`config.mk`:
```
export PLATFORM = sky130hd
export DESIGN_NAME = grammar_notation_tokenizer_flat
export DESIGN_NICKNAME = d
export VERILOG_FILES = /design/src/hdl/gnt_pkg.sv /design/src/hdl/gnt_in_if.sv /design/src/hdl/gnt_out_if.sv /design/src/hdl/grammar_notation_tokenizer.sv /design/src/hdl/gnt_scanner.sv /design/src/hdl/gnt_result_queue.sv /design/src/flat_wrapper.sv
export SDC_FILE = /design/constraint.sdc
export NUM_CORES = 1
export LEC_CHECK = 0
export CORE_MARGIN = 2
export CORE_UTILIZATION = 60
export CTS_CLUSTER_SIZE = 24
export DETAILED_ROUTE_END_ITERATION = 8
export DONT_BUFFER_PORTS = 1
export GPL_TIMING_DRIVEN = 0
export PLACE_DENSITY = 0.77
export SETUP_SLACK_MARGIN = 0.5
export SYNTH_ARGS = -nofsm -noshare
export SYNTH_HDL_FRONTEND = slang
export SYNTH_SLANG_ARGS = --single-unit
```
`constraint.sdc`:
```
create_clock -name clk -period 13.5 [get_ports clk]
set_input_delay 2.7 -clock clk [delete_from_list [all_inputs] [get_ports clk]]
set_output_delay 2.7 -clock clk [all_outputs]
set_load 0.02 [all_outputs]
```
`src/hdl/gnt_pkg.sv`:
```
package gnt_pkg;

    // Width of the internal line and column counters
    localparam int CNT_W = 16;
    localparam logic [CNT_W-1:0] CNT_MAX = {CNT_W{1'b1}};

    // Token kind codes carried by each result word
    typedef enum logic [3:0] {
        KIND_CONTENT = 4'd0,
        KIND_NONTERM = 4'd1,
        KIND_LITERAL = 4'd2,
        KIND_EPSILON = 4'd3,
        KIND_ARROW   = 4'd4,
        KIND_BAR     = 4'd5,
        KIND_AMP     = 4'd6,
        KIND_TILDE   = 4'd7,
        KIND_SEMI    = 4'd8,
        KIND_END     = 4'd9,
        KIND_ERROR   = 4'd10
    } kind_t;

    // Error codes
    typedef enum logic [2:0] {
        ERR_NONE     = 3'd0,
        ERR_EMPTY    = 3'd1,
        ERR_DASH     = 3'd2,
        ERR_UNKNOWN  = 3'd3,
        ERR_UNTERM   = 3'd4
    } err_t;

    // One result word
    typedef struct packed {
        kind_t       kind;
        logic [7:0]  content_byte;
        err_t        error_code;
        logic [15:0] token_line;
        logic [15:0] token_column;
        logic        last;
    } res_t;

    // Results produced by one accepted input word
    typedef struct packed {
        logic [1:0] count;
        res_t       r0;
        res_t       r1;
    } push_t;

    // Queue geometry
    localparam int QDEPTH = 4;
    localparam int QPTR_W = $clog2(QDEPTH);

    // Characters of interest
    localparam logic [7:0] CH_QUOTE  = 8'h22;
    localparam logic [7:0] CH_BSLASH = 8'h5C;
    localparam logic [7:0] CH_DASH   = 8'h2D;
    localparam logic [7:0] CH_GT     = 8'h3E;
    localparam logic [7:0] CH_BAR    = 8'h7C;
    localparam logic [7:0] CH_AMP    = 8'h26;
    localparam logic [7:0] CH_TILDE  = 8'h7E;
    localparam logic [7:0] CH_SEMI   = 8'h3B;
    localparam logic [7:0] CH_USCORE = 8'h5F;
    localparam logic [7:0] CH_LF     = 8'h0A;
    localparam logic [7:0] CH_CR     = 8'h0D;
    localparam logic [7:0] CH_SPACE  = 8'h20;

    // Keyword matching progress
    localparam logic [3:0] KW_LEN  = 4'd7;
    localparam logic [3:0] KW_MISS = 4'd15;

    function automatic logic [7:0] kw_char(input logic [2:0] idx);
        logic [7:0] ch;
        case (idx)
            3'd0:    ch = 8'h65; // e
            3'd1:    ch = 8'h70; // p
            3'd2:    ch = 8'h73; // s
            3'd3:    ch = 8'h69; // i
            3'd4:    ch = 8'h6C; // l
            3'd5:    ch = 8'h6F; // o
            3'd6:    ch = 8'h6E; // n
            default: ch = 8'h00;
        endcase
        return ch;
    endfunction

    // Saturating increment of a counter
    function automatic logic [CNT_W-1:0] sat_inc(input logic [CNT_W-1:0] v);
        return (v == CNT_MAX) ? v : v + CNT_W'(1);
    endfunction

    // Clamp a counter to the 16-bit output field
    function automatic logic [15:0] clamp16(input logic [CNT_W-1:0] v);
        localparam int EW = CNT_W + 16;
        logic [EW-1:0] e;
        e = EW'(v);
        if (e > EW'(16'hFFFF))
            return 16'hFFFF;
        else
            return e[15:0];
    endfunction

    // Build a result word
    function automatic res_t make_res(input kind_t k, input logic [7:0] b, input err_t e,
                                      input logic [CNT_W-1:0] ln,
                                      input logic [CNT_W-1:0] col);
        res_t r;
        r.kind         = k;
        r.content_byte = b;
        r.error_code   = e;
        r.token_line   = clamp16(ln);
        r.token_column = clamp16(col);
        r.last         = 1'b0;
        return r;
    endfunction

endpackage

```
`src/hdl/gnt_in_if.sv`:
```
interface gnt_in_if;
    logic       valid;
    logic       ready;
    logic [7:0] in_byte;
    logic       end_mark;

    modport source (output valid, output in_byte, output end_mark, input ready);
    modport sink   (input valid, input in_byte, input end_mark, output ready);
endinterface

```
`src/hdl/gnt_out_if.sv`:
```
interface gnt_out_if;
    logic        valid;
    logic        ready;
    logic [3:0]  kind;
    logic [7:0]  content_byte;
    logic [2:0]  error_code;
    logic [15:0] token_line;
    logic [15:0] token_column;
    logic        last;

    modport source (output valid, output kind, output content_byte, output error_code,
                    output token_line, output token_column, output last, input ready);
    modport sink   (input valid, input kind, input content_byte, input error_code,
                    input token_line, input token_column, input last, output ready);
endinterface

```
`src/hdl/grammar_notation_tokenizer.sv`:
```
// Grammar notation tokenizer. Takes one source byte (or an end mark) per word on
// in_stream and returns token results on out_stream: content bytes of identifiers and
// literals as they arrive, then a descriptor when the token ends, with the start line
// and column. A byte can be taken every cycle; each byte gives zero, one or two
// results, which enter a four-entry result queue in the cycle the byte is accepted
// and can be taken from the next cycle on. in_stream is ready while at least two
// queue entries are free, so the sustained rate is one byte per cycle as long as the
// results leave at one per cycle; bytes that give two results are paced by that
// single output word per cycle. After an error result the block drops every further
// byte without results until reset.
module grammar_notation_tokenizer (
    input  logic       clk,
    input  logic       rst_n,
    gnt_in_if.sink     in_stream,
    gnt_out_if.source  out_stream
);

    logic            fire;
    logic            room;
    gnt_pkg::push_t  push;
    gnt_pkg::res_t   head;

    assign in_stream.ready = room;
    assign fire            = in_stream.valid && room;

    gnt_scanner u_scanner (
        .clk      (clk),
        .rst_n    (rst_n),
        .fire     (fire),
        .in_byte  (in_stream.in_byte),
        .end_mark (in_stream.end_mark),
        .push     (push)
    );

    gnt_result_queue u_queue (
        .clk       (clk),
        .rst_n     (rst_n),
        .push      (push),
        .room      (room),
        .out_valid (out_stream.valid),
        .out_ready (out_stream.ready),
        .out_res   (head)
    );

    // Drive the result word fields
    assign out_stream.kind         = 4'(head.kind);
    assign out_stream.content_byte = head.content_byte;
    assign out_stream.error_code   = 3'(head.error_code);
    assign out_stream.token_line   = head.token_line;
    assign out_stream.token_column = head.token_column;
    assign out_stream.last         = head.last;

endmodule

```
`src/hdl/gnt_scanner.sv`:
```
module gnt_scanner (
    input  logic             clk,
    input  logic             rst_n,
    input  logic             fire,
    input  logic [7:0]       in_byte,
    input  logic             end_mark,
    output gnt_pkg::push_t   push
);

    typedef enum logic [2:0] {
        M_IDLE,
        M_IDENT,
        M_LIT,
        M_LITESC,
        M_DASH,
        M_HALT
    } mode_t;

    mode_t                     mode_reg, mode_next;
    logic [gnt_pkg::CNT_W-1:0] line_reg, line_next;
    logic [gnt_pkg::CNT_W-1:0] col_reg, col_next;
    logic [gnt_pkg::CNT_W-1:0] sline_reg, sline_next;
    logic [gnt_pkg::CNT_W-1:0] scol_reg, scol_next;
    logic                      nonempty_reg, nonempty_next;
    logic [3:0]                kw_reg, kw_next;

    logic                      run_idle;
    logic                      run_lit;
    logic                      is_word;
    logic                      is_space;
    gnt_pkg::res_t             res [2];
    logic [1:0]                cnt;

    always_comb
    begin
        is_word  = (in_byte inside {[8'h61:8'h7A], [8'h41:8'h5A], [8'h30:8'h39]}) ||
                   (in_byte == gnt_pkg::CH_USCORE);
        is_space = (in_byte == gnt_pkg::CH_SPACE) || (in_byte inside {[8'h09:8'h0D]});
    end

    // Work out the next state and the results of one word
    always_comb
    begin
        mode_next     = mode_reg;
        line_next     = line_reg;
        col_next      = col_reg;
        sline_next    = sline_reg;
        scol_next     = scol_reg;
        nonempty_next = nonempty_reg;
        kw_next       = kw_reg;
        run_idle      = 1'b0;
        run_lit       = 1'b0;
        res[0]        = '0;
        res[1]        = '0;
        cnt           = 2'd0;

        case (mode_reg)
            M_IDLE:
            begin
                if (end_mark)
                begin
                    res[cnt[0]] = gnt_pkg::make_res(gnt_pkg::KIND_END, 8'h00,
                                                    gnt_pkg::ERR_NONE, line_reg, col_reg);
                    cnt = cnt + 2'd1;
                end
                else
                begin
                    run_idle = 1'b1;
                end
            end
            M_IDENT:
            begin
                if (!end_mark && is_word)
                begin
                    col_next = gnt_pkg::sat_inc(col_reg);
                    if (kw_reg < gnt_pkg::KW_LEN && in_byte == gnt_pkg::kw_char(kw_reg[2:0]))
                        kw_next = kw_reg + 4'd1;
                    else
                        kw_next = gnt_pkg::KW_MISS;
                    res[cnt[0]] = gnt_pkg::make_res(gnt_pkg::KIND_CONTENT, in_byte,
                                                    gnt_pkg::ERR_NONE, sline_reg, scol_reg);
                    cnt = cnt + 2'd1;
                end
                else
                begin
                    res[cnt[0]] = gnt_pkg::make_res(
                        (kw_reg == gnt_pkg::KW_LEN) ? gnt_pkg::KIND_EPSILON
                                                    : gnt_pkg::KIND_NONTERM,
                        8'h00, gnt_pkg::ERR_NONE, sline_reg, scol_reg);
                    cnt = cnt + 2'd1;
                    mode_next = M_IDLE;
                    if (end_mark)
                    begin
                        res[cnt[0]] = gnt_pkg::make_res(gnt_pkg::KIND_END, 8'h00,
                                                        gnt_pkg::ERR_NONE, line_reg, col_reg);
                        cnt = cnt + 2'd1;
                    end
                    else
                    begin
                        run_idle = 1'b1;
                    end
                end
            end
            M_LIT:
            begin
                if (end_mark)
                begin
                    mode_next = M_HALT;
                    res[cnt[0]] = gnt_pkg::make_res(gnt_pkg::KIND_ERROR, 8'h00,
                                                    gnt_pkg::ERR_UNTERM, sline_reg, scol_reg);
                    cnt = cnt + 2'd1;
                end
                else
                begin
                    run_lit = 1'b1;
                end
            end
            M_LITESC:
            begin
                if (end_mark)
                begin
                    mode_next = M_HALT;
                    res[cnt[0]] = gnt_pkg::make_res(gnt_pkg::KIND_ERROR, 8'h00,
                                                    gnt_pkg::ERR_UNTERM, sline_reg, scol_reg);
                    cnt = cnt + 2'd1;
                end
                else if (in_byte == gnt_pkg::CH_QUOTE)
                begin
                    col_next      = gnt_pkg::sat_inc(col_reg);
                    nonempty_next = 1'b1;
                    mode_next     = M_LIT;
                    res[cnt[0]] = gnt_pkg::make_res(gnt_pkg::KIND_CONTENT, gnt_pkg::CH_QUOTE,
                                                    gnt_pkg::ERR_NONE, sline_reg, scol_reg);
                    cnt = cnt + 2'd1;
                end
                else
                begin
                    // Lone backslash is content; the byte is then a plain literal byte
                    nonempty_next = 1'b1;
                    mode_next     = M_LIT;
                    res[cnt[0]] = gnt_pkg::make_res(gnt_pkg::KIND_CONTENT, gnt_pkg::CH_BSLASH,
                                                    gnt_pkg::ERR_NONE, sline_reg, scol_reg);
                    cnt = cnt + 2'd1;
                    run_lit = 1'b1;
                end
            end
            M_DASH:
            begin
                if (!end_mark && in_byte == gnt_pkg::CH_GT)
                begin
                    col_next  = gnt_pkg::sat_inc(col_reg);
                    mode_next = M_IDLE;
                    res[cnt[0]] = gnt_pkg::make_res(gnt_pkg::KIND_ARROW, 8'h00,
                                                    gnt_pkg::ERR_NONE, sline_reg, scol_reg);
                    cnt = cnt + 2'd1;
                end
                else
                begin
                    mode_next = M_HALT;
                    res[cnt[0]] = gnt_pkg::make_res(gnt_pkg::KIND_ERROR, 8'h00,
                                                    gnt_pkg::ERR_DASH, sline_reg, scol_reg);
                    cnt = cnt + 2'd1;
                end
            end
            default:
            begin
                mode_next = M_HALT;
            end
        endcase

        // Byte between tokens
        if (run_idle)
        begin
            if (is_space)
            begin
                col_next = gnt_pkg::sat_inc(col_reg);
                if (in_byte == gnt_pkg::CH_LF || in_byte == gnt_pkg::CH_CR)
                begin
                    line_next = gnt_pkg::sat_inc(line_reg);
                    col_next  = gnt_pkg::CNT_W'(1);
                end
            end
            else
            begin
                sline_next = line_reg;
                scol_next  = col_reg;
                if (in_byte == gnt_pkg::CH_QUOTE)
                begin
                    col_next      = gnt_pkg::sat_inc(col_reg);
                    nonempty_next = 1'b0;
                    mode_next     = M_LIT;
                end
                else if (is_word)
                begin
                    col_next  = gnt_pkg::sat_inc(col_reg);
                    kw_next   = (in_byte == gnt_pkg::kw_char(3'd0)) ? 4'd1 : gnt_pkg::KW_MISS;
                    mode_next = M_IDENT;
                    res[cnt[0]] = gnt_pkg::make_res(gnt_pkg::KIND_CONTENT, in_byte,
                                                    gnt_pkg::ERR_NONE, line_reg, col_reg);
                    cnt = cnt + 2'd1;
                end
                else if (in_byte == gnt_pkg::CH_DASH)
                begin
                    col_next  = gnt_pkg::sat_inc(col_reg);
                    mode_next = M_DASH;
                end
                else if (in_byte == gnt_pkg::CH_BAR || in_byte == gnt_pkg::CH_AMP ||
                         in_byte == gnt_pkg::CH_TILDE || in_byte == gnt_pkg::CH_SEMI)
                begin
                    col_next = gnt_pkg::sat_inc(col_reg);
                    res[cnt[0]] = gnt_pkg::make_res(
                        (in_byte == gnt_pkg::CH_BAR)   ? gnt_pkg::KIND_BAR :
                        (in_byte == gnt_pkg::CH_AMP)   ? gnt_pkg::KIND_AMP :
                        (in_byte == gnt_pkg::CH_TILDE) ? gnt_pkg::KIND_TILDE :
                                                         gnt_pkg::KIND_SEMI,
                        8'h00, gnt_pkg::ERR_NONE, line_reg, col_reg);
                    cnt = cnt + 2'd1;
                end
                else
                begin
                    mode_next = M_HALT;
                    res[cnt[0]] = gnt_pkg::make_res(gnt_pkg::KIND_ERROR, 8'h00,
                                                    gnt_pkg::ERR_UNKNOWN, line_reg, col_reg);
                    cnt = cnt + 2'd1;
                end
            end
        end

        // Ordinary byte inside a literal
        if (run_lit)
        begin
            col_next = gnt_pkg::sat_inc(col_reg);
            if (in_byte == gnt_pkg::CH_QUOTE)
            begin
                if (!nonempty_next)
                begin
                    mode_next = M_HALT;
                    res[cnt[0]] = gnt_pkg::make_res(gnt_pkg::KIND_ERROR, 8'h00,
                                                    gnt_pkg::ERR_EMPTY, sline_reg, scol_reg);
                end
                else
                begin
                    mode_next = M_IDLE;
                    res[cnt[0]] = gnt_pkg::make_res(gnt_pkg::KIND_LITERAL, 8'h00,
                                                    gnt_pkg::ERR_NONE, sline_reg, scol_reg);
                end
                cnt = cnt + 2'd1;
            end
            else if (in_byte == gnt_pkg::CH_BSLASH)
            begin
                mode_next = M_LITESC;
            end
            else
            begin
                nonempty_next = 1'b1;
                res[cnt[0]] = gnt_pkg::make_res(gnt_pkg::KIND_CONTENT, in_byte,
                                                gnt_pkg::ERR_NONE, sline_reg, scol_reg);
                cnt = cnt + 2'd1;
            end
        end

        // Mark the final result of this word
        if (cnt == 2'd1)
            res[0].last = 1'b1;
        else if (cnt == 2'd2)
            res[1].last = 1'b1;
    end

    always_comb
    begin
        push.count = fire ? cnt : 2'd0;
        push.r0    = res[0];
        push.r1    = res[1];
    end

    // Hold scan state; advance on each accepted word
    always_ff @(posedge clk or negedge rst_n)
    begin
        if (!rst_n)
        begin
            mode_reg     <= M_IDLE;
            line_reg     <= gnt_pkg::CNT_W'(1);
            col_reg      <= gnt_pkg::CNT_W'(1);
            sline_reg    <= '0;
            scol_reg     <= '0;
            nonempty_reg <= 1'b0;
            kw_reg       <= 4'd0;
        end
        else if (fire)
        begin
            mode_reg     <= mode_next;
            line_reg     <= line_next;
            col_reg      <= col_next;
            sline_reg    <= sline_next;
            scol_reg     <= scol_next;
            nonempty_reg <= nonempty_next;
            kw_reg       <= kw_next;
        end
    end

endmodule

```
`src/hdl/gnt_result_queue.sv`:
```
module gnt_result_queue (
    input  logic            clk,
    input  logic            rst_n,
    input  gnt_pkg::push_t  push,
    output logic            room,
    output logic            out_valid,
    input  logic            out_ready,
    output gnt_pkg::res_t   out_res
);

    localparam int CW = gnt_pkg::QPTR_W + 1;

    gnt_pkg::res_t               slot_reg [gnt_pkg::QDEPTH];
    logic [gnt_pkg::QPTR_W-1:0]  wr_ptr_reg, rd_ptr_reg;
    logic [CW-1:0]               count_reg, count_next;
    logic                        pop;

    assign pop       = out_valid && out_ready;
    assign out_valid = (count_reg != '0);
    assign out_res   = slot_reg[rd_ptr_reg];
    // Take a word only with space for its two possible results
    assign room      = (count_reg <= CW'(gnt_pkg::QDEPTH - 2));

    always_comb
    begin
        count_next = count_reg + CW'(push.count) - CW'(pop);
    end

    // Store up to two results per cycle
    always_ff @(posedge clk)
    begin
        if (push.count != 2'd0)
            slot_reg[wr_ptr_reg] <= push.r0;
        if (push.count == 2'd2)
            slot_reg[wr_ptr_reg + gnt_pkg::QPTR_W'(1)] <= push.r1;
    end

    // Advance pointers and occupancy
    always_ff @(posedge clk or negedge rst_n)
    begin
        if (!rst_n)
        begin
            wr_ptr_reg <= '0;
            rd_ptr_reg <= '0;
            count_reg  <= '0;
        end
        else
        begin
            wr_ptr_reg <= wr_ptr_reg + gnt_pkg::QPTR_W'(push.count);
            if (pop)
                rd_ptr_reg <= rd_ptr_reg + gnt_pkg::QPTR_W'(1);
            count_reg <= count_next;
        end
    end

endmodule

```
`src/flat_wrapper.sv`:
```
// flat-port wrapper written by rule: the top's interface ports become plain ports
module grammar_notation_tokenizer_flat 
  (clk, rst_n, in_stream_valid, in_stream_in_byte, in_stream_end_mark, in_stream_ready, out_stream_valid, out_stream_kind, out_stream_content_byte, out_stream_error_code, out_stream_token_line, out_stream_token_column, out_stream_last, out_stream_ready);
  gnt_in_if in_stream_i ();
  gnt_out_if out_stream_i ();
  input  logic clk;
  input  logic rst_n;
  input wire logic [$bits(in_stream_i.valid)-1:0] in_stream_valid;
  input wire logic [$bits(in_stream_i.in_byte)-1:0] in_stream_in_byte;
  input wire logic [$bits(in_stream_i.end_mark)-1:0] in_stream_end_mark;
  output wire logic [$bits(in_stream_i.ready)-1:0] in_stream_ready;
  output wire logic [$bits(out_stream_i.valid)-1:0] out_stream_valid;
  output wire logic [$bits(out_stream_i.kind)-1:0] out_stream_kind;
  output wire logic [$bits(out_stream_i.content_byte)-1:0] out_stream_content_byte;
  output wire logic [$bits(out_stream_i.error_code)-1:0] out_stream_error_code;
  output wire logic [$bits(out_stream_i.token_line)-1:0] out_stream_token_line;
  output wire logic [$bits(out_stream_i.token_column)-1:0] out_stream_token_column;
  output wire logic [$bits(out_stream_i.last)-1:0] out_stream_last;
  input wire logic [$bits(out_stream_i.ready)-1:0] out_stream_ready;
  assign in_stream_i.valid = in_stream_valid;
  assign in_stream_i.in_byte = in_stream_in_byte;
  assign in_stream_i.end_mark = in_stream_end_mark;
  assign in_stream_ready = in_stream_i.ready;
  assign out_stream_valid = out_stream_i.valid;
  assign out_stream_kind = out_stream_i.kind;
  assign out_stream_content_byte = out_stream_i.content_byte;
  assign out_stream_error_code = out_stream_i.error_code;
  assign out_stream_token_line = out_stream_i.token_line;
  assign out_stream_token_column = out_stream_i.token_column;
  assign out_stream_last = out_stream_i.last;
  assign out_stream_i.ready = out_stream_ready;
  grammar_notation_tokenizer u_core (.clk(clk), .rst_n(rst_n), .in_stream(in_stream_i), .out_stream(out_stream_i));
endmodule
```
=== Word-level counts from Yosys, hierarchy flattened ===
Memories as Yosys holds them, arrays and structs flattened.
Cells that the tools add are included.

* Register bits: 79
* Bits in writable memories: 192
* Output and inout bits: 50
* Memories: 1

* $add $sub $neg: 10
* $lt $le $gt $ge: 14
* Equality and inequality tests: 30
* Muxes and demuxes: 157
* Bitwise gates (word level): 4
* Reductions and logical operators: 27

{| class="wikitable"
|+ Memories
! memory !! depth !! width !! rd ports !! clocked after memory_dff !! wr ports !! line !! source
|-
| u_core.u_queue.slot_reg || 4 || 48 || 1 || 0 || 2 || gnt_result_queue.sv:13 || <nowiki>gnt_pkg::res_t slot_reg [gnt_pkg::QDEPTH];</nowiki>
|}

{| class="wikitable"
|+ Operator list
! cell !! number
|-
| 16-bit 2-to-1 mux || 63
|-
| 96-bit 2-to-1 mux || 10
|-
| 96-bit bitwise mux || 6
|-
| 48-bit 2-to-1 mux || 8
|-
| 48-bit case mux with 5 select lines || 1
|-
| 48-bit demux with 1-bit select || 2
|-
| 7-bit case mux with 7 select lines || 1
|-
| 8-bit by 6-bit == test with 1-bit output, second input constant || 6
|-
| 16-bit case mux with 3 select lines || 1
|-
| 46-bit 2-to-1 mux || 1
|-
| 4-bit 2-to-1 mux || 11
|-
| 43-bit 2-to-1 mux || 1
|-
| 3-bit 2-to-1 mux || 14
|-
| 8-bit by 7-bit == test with 1-bit output, second input constant || 5
|-
| 16-bit by 1-bit adder with 16-bit output, second input constant || 2
|-
| 16-bit == test, second input constant || 2
|-
| 2-bit 2-to-1 mux || 12
|-
| 1-bit 2-to-1 mux || 20
|-
| 8-bit by 4-bit == test with 1-bit output, second input constant || 2
|-
| 8-bit by 7-bit greater-or-equal comparator with 1-bit output, second input constant || 2
|-
| 8-bit by 7-bit <= comparator with 1-bit output, second input constant || 2
|-
| 8-bit 2-to-1 mux || 2
|-
| 3-bit case mux with 5 select lines || 1
|-
| 3-bit by 2-bit == test with 1-bit output, second input constant || 4
|-
| 32 further kinds || 63
|}

=== Longest topological paths before layout ===
* Depth after elaboration: 25
* Mapped depth: 13

=== By module ===
A second synthesis with hierarchy kept.

* Cell total of the unflattened synthesis: 1,105
* Area total of the unflattened synthesis: 15,119.5 um^2

{| class="wikitable"
|+ Modules (own cells, without submodules)
! module !! instances !! cells each !! area each (um^2)
|-
| gnt_result_queue || 1 || 504 || 9,776.9
|-
| gnt_scanner || 1 || 600 || 5,336.4
|-
| grammar_notation_tokenizer || 1 || 1 || 6.3
|}

=== Worst setup path after synthesis ===
OpenSTA, ideal clock, no wires.

* Path type: input -> register
* Start: input port in_stream_in_byte[3]
* End: memory u_core.u_queue.slot_reg[2][0] in the netlist's numbering (enable)
* Library setup time: 0.711 ns
* Arrival: 11.965 ns
* Data required time: 12.789 ns
* Path slack: 0.824 ns
* Cell stages on the path: 9
* Buffers on the path: 2
* Cells stage by stage: buf_2 or2_4 o32ai_4 o221ai_2 or4b_1 buf_2 nand2_2 nor3b_1 a2111oi_0

{| class="wikitable"
|+ RTL lines
! element !! line !! source
|-
| start, declared || flat_wrapper.sv:9 || <nowiki>input wire logic [$bits(in_stream_i.in_byte)-1:0] in_stream_in_byte;</nowiki>
|-
| end, declared || gnt_result_queue.sv:13 ||
|}

==> results.ini <==
[final_layout]
largest_reg_flops=192
fin_area_um2=16100
final_cells=1519
nets=1202
syn2layout_area_growth_pct=11.8
drive_gt1_frac=0.169
diodes=0
nFillCells=1690

[floorplanning]
die_area_um2=25300
ios=63
die_x_um=159
rows=56
start_util=0.613
core_area_um2=23500
die_h_um=159

[placement]
placed_cells=1467
gp_congestion=0.972
dpl-instance-area_um2=15100
portBuffers=0
dpl.hpwl_um=25100
pre_cts_slack_ns=6.51

[synth]
synth_edf_count=192
synth_cell_types=80
yosysSeqAreaShare=0.537
synth_fp_nets=1155
ys_warn_count=0
ys.flop_type=edfxtp_1
synthArstFlopShare=0.292
avgSynthCellArea_um2=12.8
synth_area_um2=14400
synth_cells=1131
ys_seq_elements=271

[pwr]
p_per_area_nw_per_um2=177
p_leak_nw=6.58
ir_drop_v=0.000142
power_mw=2.86

[drt]
ant_nets=0
viasPerCell=6.59
dr.pass1.iters=5
avgRoutedWirePerCell_um=23.7
drc=0
drtIter0Drc=1117
num_vias=10000
drt_wl_total_um=36100

[clocking]
cts_resized=0
cts_setup_buffers=0
cts_buffer_depth=3
cts_buffers=28
hold_buffers=0
cts_sinks=271
cts-htree-levels=1
root_buffer=clkbuf_16
cts_tree=done
cts.clk_slew.worst_paths_ns=0.07
clock_latency_ns=0.56

[setup_path]
r2r-end=u_core.u_queue.slot_reg[2][7]
required_ns=13.75
crit_chain=buf_2, nor3_1, nand4_1, or4b_1, buf_2, nand2_2, nor2_1, a2111oi_2, buf_4, buf_4, buf_2
crit_path_max_fanout=10
worstPathArrival_ns=6.81
crit_path_top_delay_cell=a2111oi_2
crit_path_start_kind=input pin
path_class=input pin to flip-flop
cp_common_cell=buf_2
worst-r2r-setup-slack_ns=8.80
r2r-start=u_core.u_scanner.mode_reg[2]
r2r_cells=10
critPathCaptureType=flip-flop
max_stage_delay_ns=0.98

[run_status]
status=completed

[global_routing]
grt_util_all_layers=0.287
gr-total-overflow=0
antenna_found_initial=0
grt_pass1_vias=9944
grt_pass1_wl_um=57200
grt_max_degree=80

[timing]
final.min_clock_period_ns=6.57
max_freq_mhz=152
rsz0062_at_grt=no
slew_headroom=0.299
finalWorstSetupSlack_ns=6.93
skew_ns=0.0128
fin_tns_setup_ns=0
maxSlewViolCount=0
worstMarginPinSlew_ns=1.05
hold_viol=0
timing.final.crit_share=0.486
setup_viol_count_final=0

[hold_path]
hold_path_class=flip-flop to flip-flop
min-delay-start=u_core.u_queue.count_reg[2]
hold_path_end=u_core.u_queue.count_reg[2]
hold_depth=1

[run]
cap_violations=0

==> cells by family (layout without fill, tap and decap cells) <==
family	after synthesis	in the layout	synth area share
AO/OA/AOI/OAI	233	233	0.114
XOR/XNOR	27	27	0.0164
adder cells (fa/ha/maj)	11	11	0.0101
buffers and inverters	105	174	0.0331
flip-flops	271	271	0.537
multiplexers	211	211	0.191
AND/OR/NAND/NOR	273	273	0.0983
==> worst max-delay path by stage <==
stage | from | endpoint | depth (start not counted)
global placement | in_stream_end_mark | u_core.u_queue.slot_reg[2][7] | 8
global route | in_stream_end_mark | u_core.u_queue.slot_reg[0][10] | 11
finish | in_stream_end_mark | u_core.u_queue.slot_reg[2][7] | 11
detailed placement | in_stream_end_mark | u_core.u_queue.slot_reg[0][7] | 11
floorplan | in_stream_in_byte[3] | u_core.u_queue.slot_reg[2][0] | 9
CTS | in_stream_end_mark | u_core.u_queue.slot_reg[2][7] | 11
==> critical path, delay by kind of cell <==
kind,cells,cell delay [ns]
simple gates,5,2.06
compound gates,1,0.98
buf+inv,5,1.05
==> layout make-up <==
type                            count  area, um2  area share
Sequential cell                   271       7740       0.480
Buffer                             84        399      0.0247
Multi-Input combinational cell    755       6260       0.388
Clock inverter                     18        253      0.0157
Tap cell                          319        399      0.0247
Timing Repair Buffer               17        248      0.0154
Clock buffer                       34        753      0.0467
Inverter                           21       78.8     0.00488
==> through the flow <==
step                      hold slack, ns  utilization
after floorplan                    0.461            -
after global placement             0.496        0.630
after detailed placement           0.495        0.643
after CTS                          0.512        0.685
after global routing               0.524        0.685
final                              0.517        0.685
==> cells in the final DEF, fill, tap and decap left out, types with 7 or more instances in the layout <==
cell	Yosys	final
clkbuf_16	0	28
nor4_1	14	14
nand4_1	13	13
inv_1	18	18
nand2_1	70	70
nand3_1	26	26
o21ai_0	27	27
clkbuf_1	42	45
buf_2	25	28
nor3_1	23	23
xor2_1	7	7
or2_2	8	8
mux4_2	48	48
a21oi_1	46	46
nor2_1	55	55
and2_1	8	8
clkinv_1	3	9
and3_1	9	9
ha_1	10	10
a21o_1	24	24
a22oi_1	65	65
buf_4	4	10
a211oi_1	7	7
xnor2_1	20	20
mux2i_1	129	129
dfrtp_1	77	77
buf_1	8	8
mux2_2	34	34
edfxtp_1	192	192
==> report_power, final <==
part / switching, mW / total [mW] / internal [mW]
Sequential: 0.0523 / 1.09 / 1.04
Clock: 0.327 / 0.839 / 0.512
Combinational: 0.608 / 0.930 / 0.323
==> cell usage after synthesis, drive strengths merged (5+ instances only) <==
master / instances / area [um2]
edfxtp: 192 / 5770
mux2i: 129 / 1290
dfrtp: 77 / 1930
nand2: 71 / 269
a22oi: 65 / 488
nor2: 55 / 206
mux4: 48 / 1080
a21oi: 46 / 230
buf: 42 / 241
clkbuf: 42 / 158
mux2: 34 / 383
o21ai: 29 / 145
nand3: 26 / 130
a21o: 24 / 180
nor3: 24 / 131
xnor2: 20 / 175
inv: 18 / 67.6
nor4: 14 / 87.6
nand4: 13 / 81.3
ha: 10 / 125
and2: 9 / 56.3
and3: 9 / 56.3
or2: 9 / 58.8
o31ai: 8 / 75.1
a211oi: 7 / 52.6
a31oi: 7 / 50.1
xor2: 7 / 61.3
nand2b: 6 / 37.5
o211ai: 6 / 45.0
o22a: 6 / 52.6
or3: 6 / 37.5
nor2b: 5 / 31.3
==> routing by layer <==
| layer | track usage | share of wire |
|---|---|---|
| met1 | 0.407 | 0.42 |
| met2 | 0.470 | 0.48 |
| met3 | 0.0401 | 0.069 |
| met4 | 0.0835 | 0.029 |
| met5 | 0 | 0 |
Power figures use the tool's default switching activity.
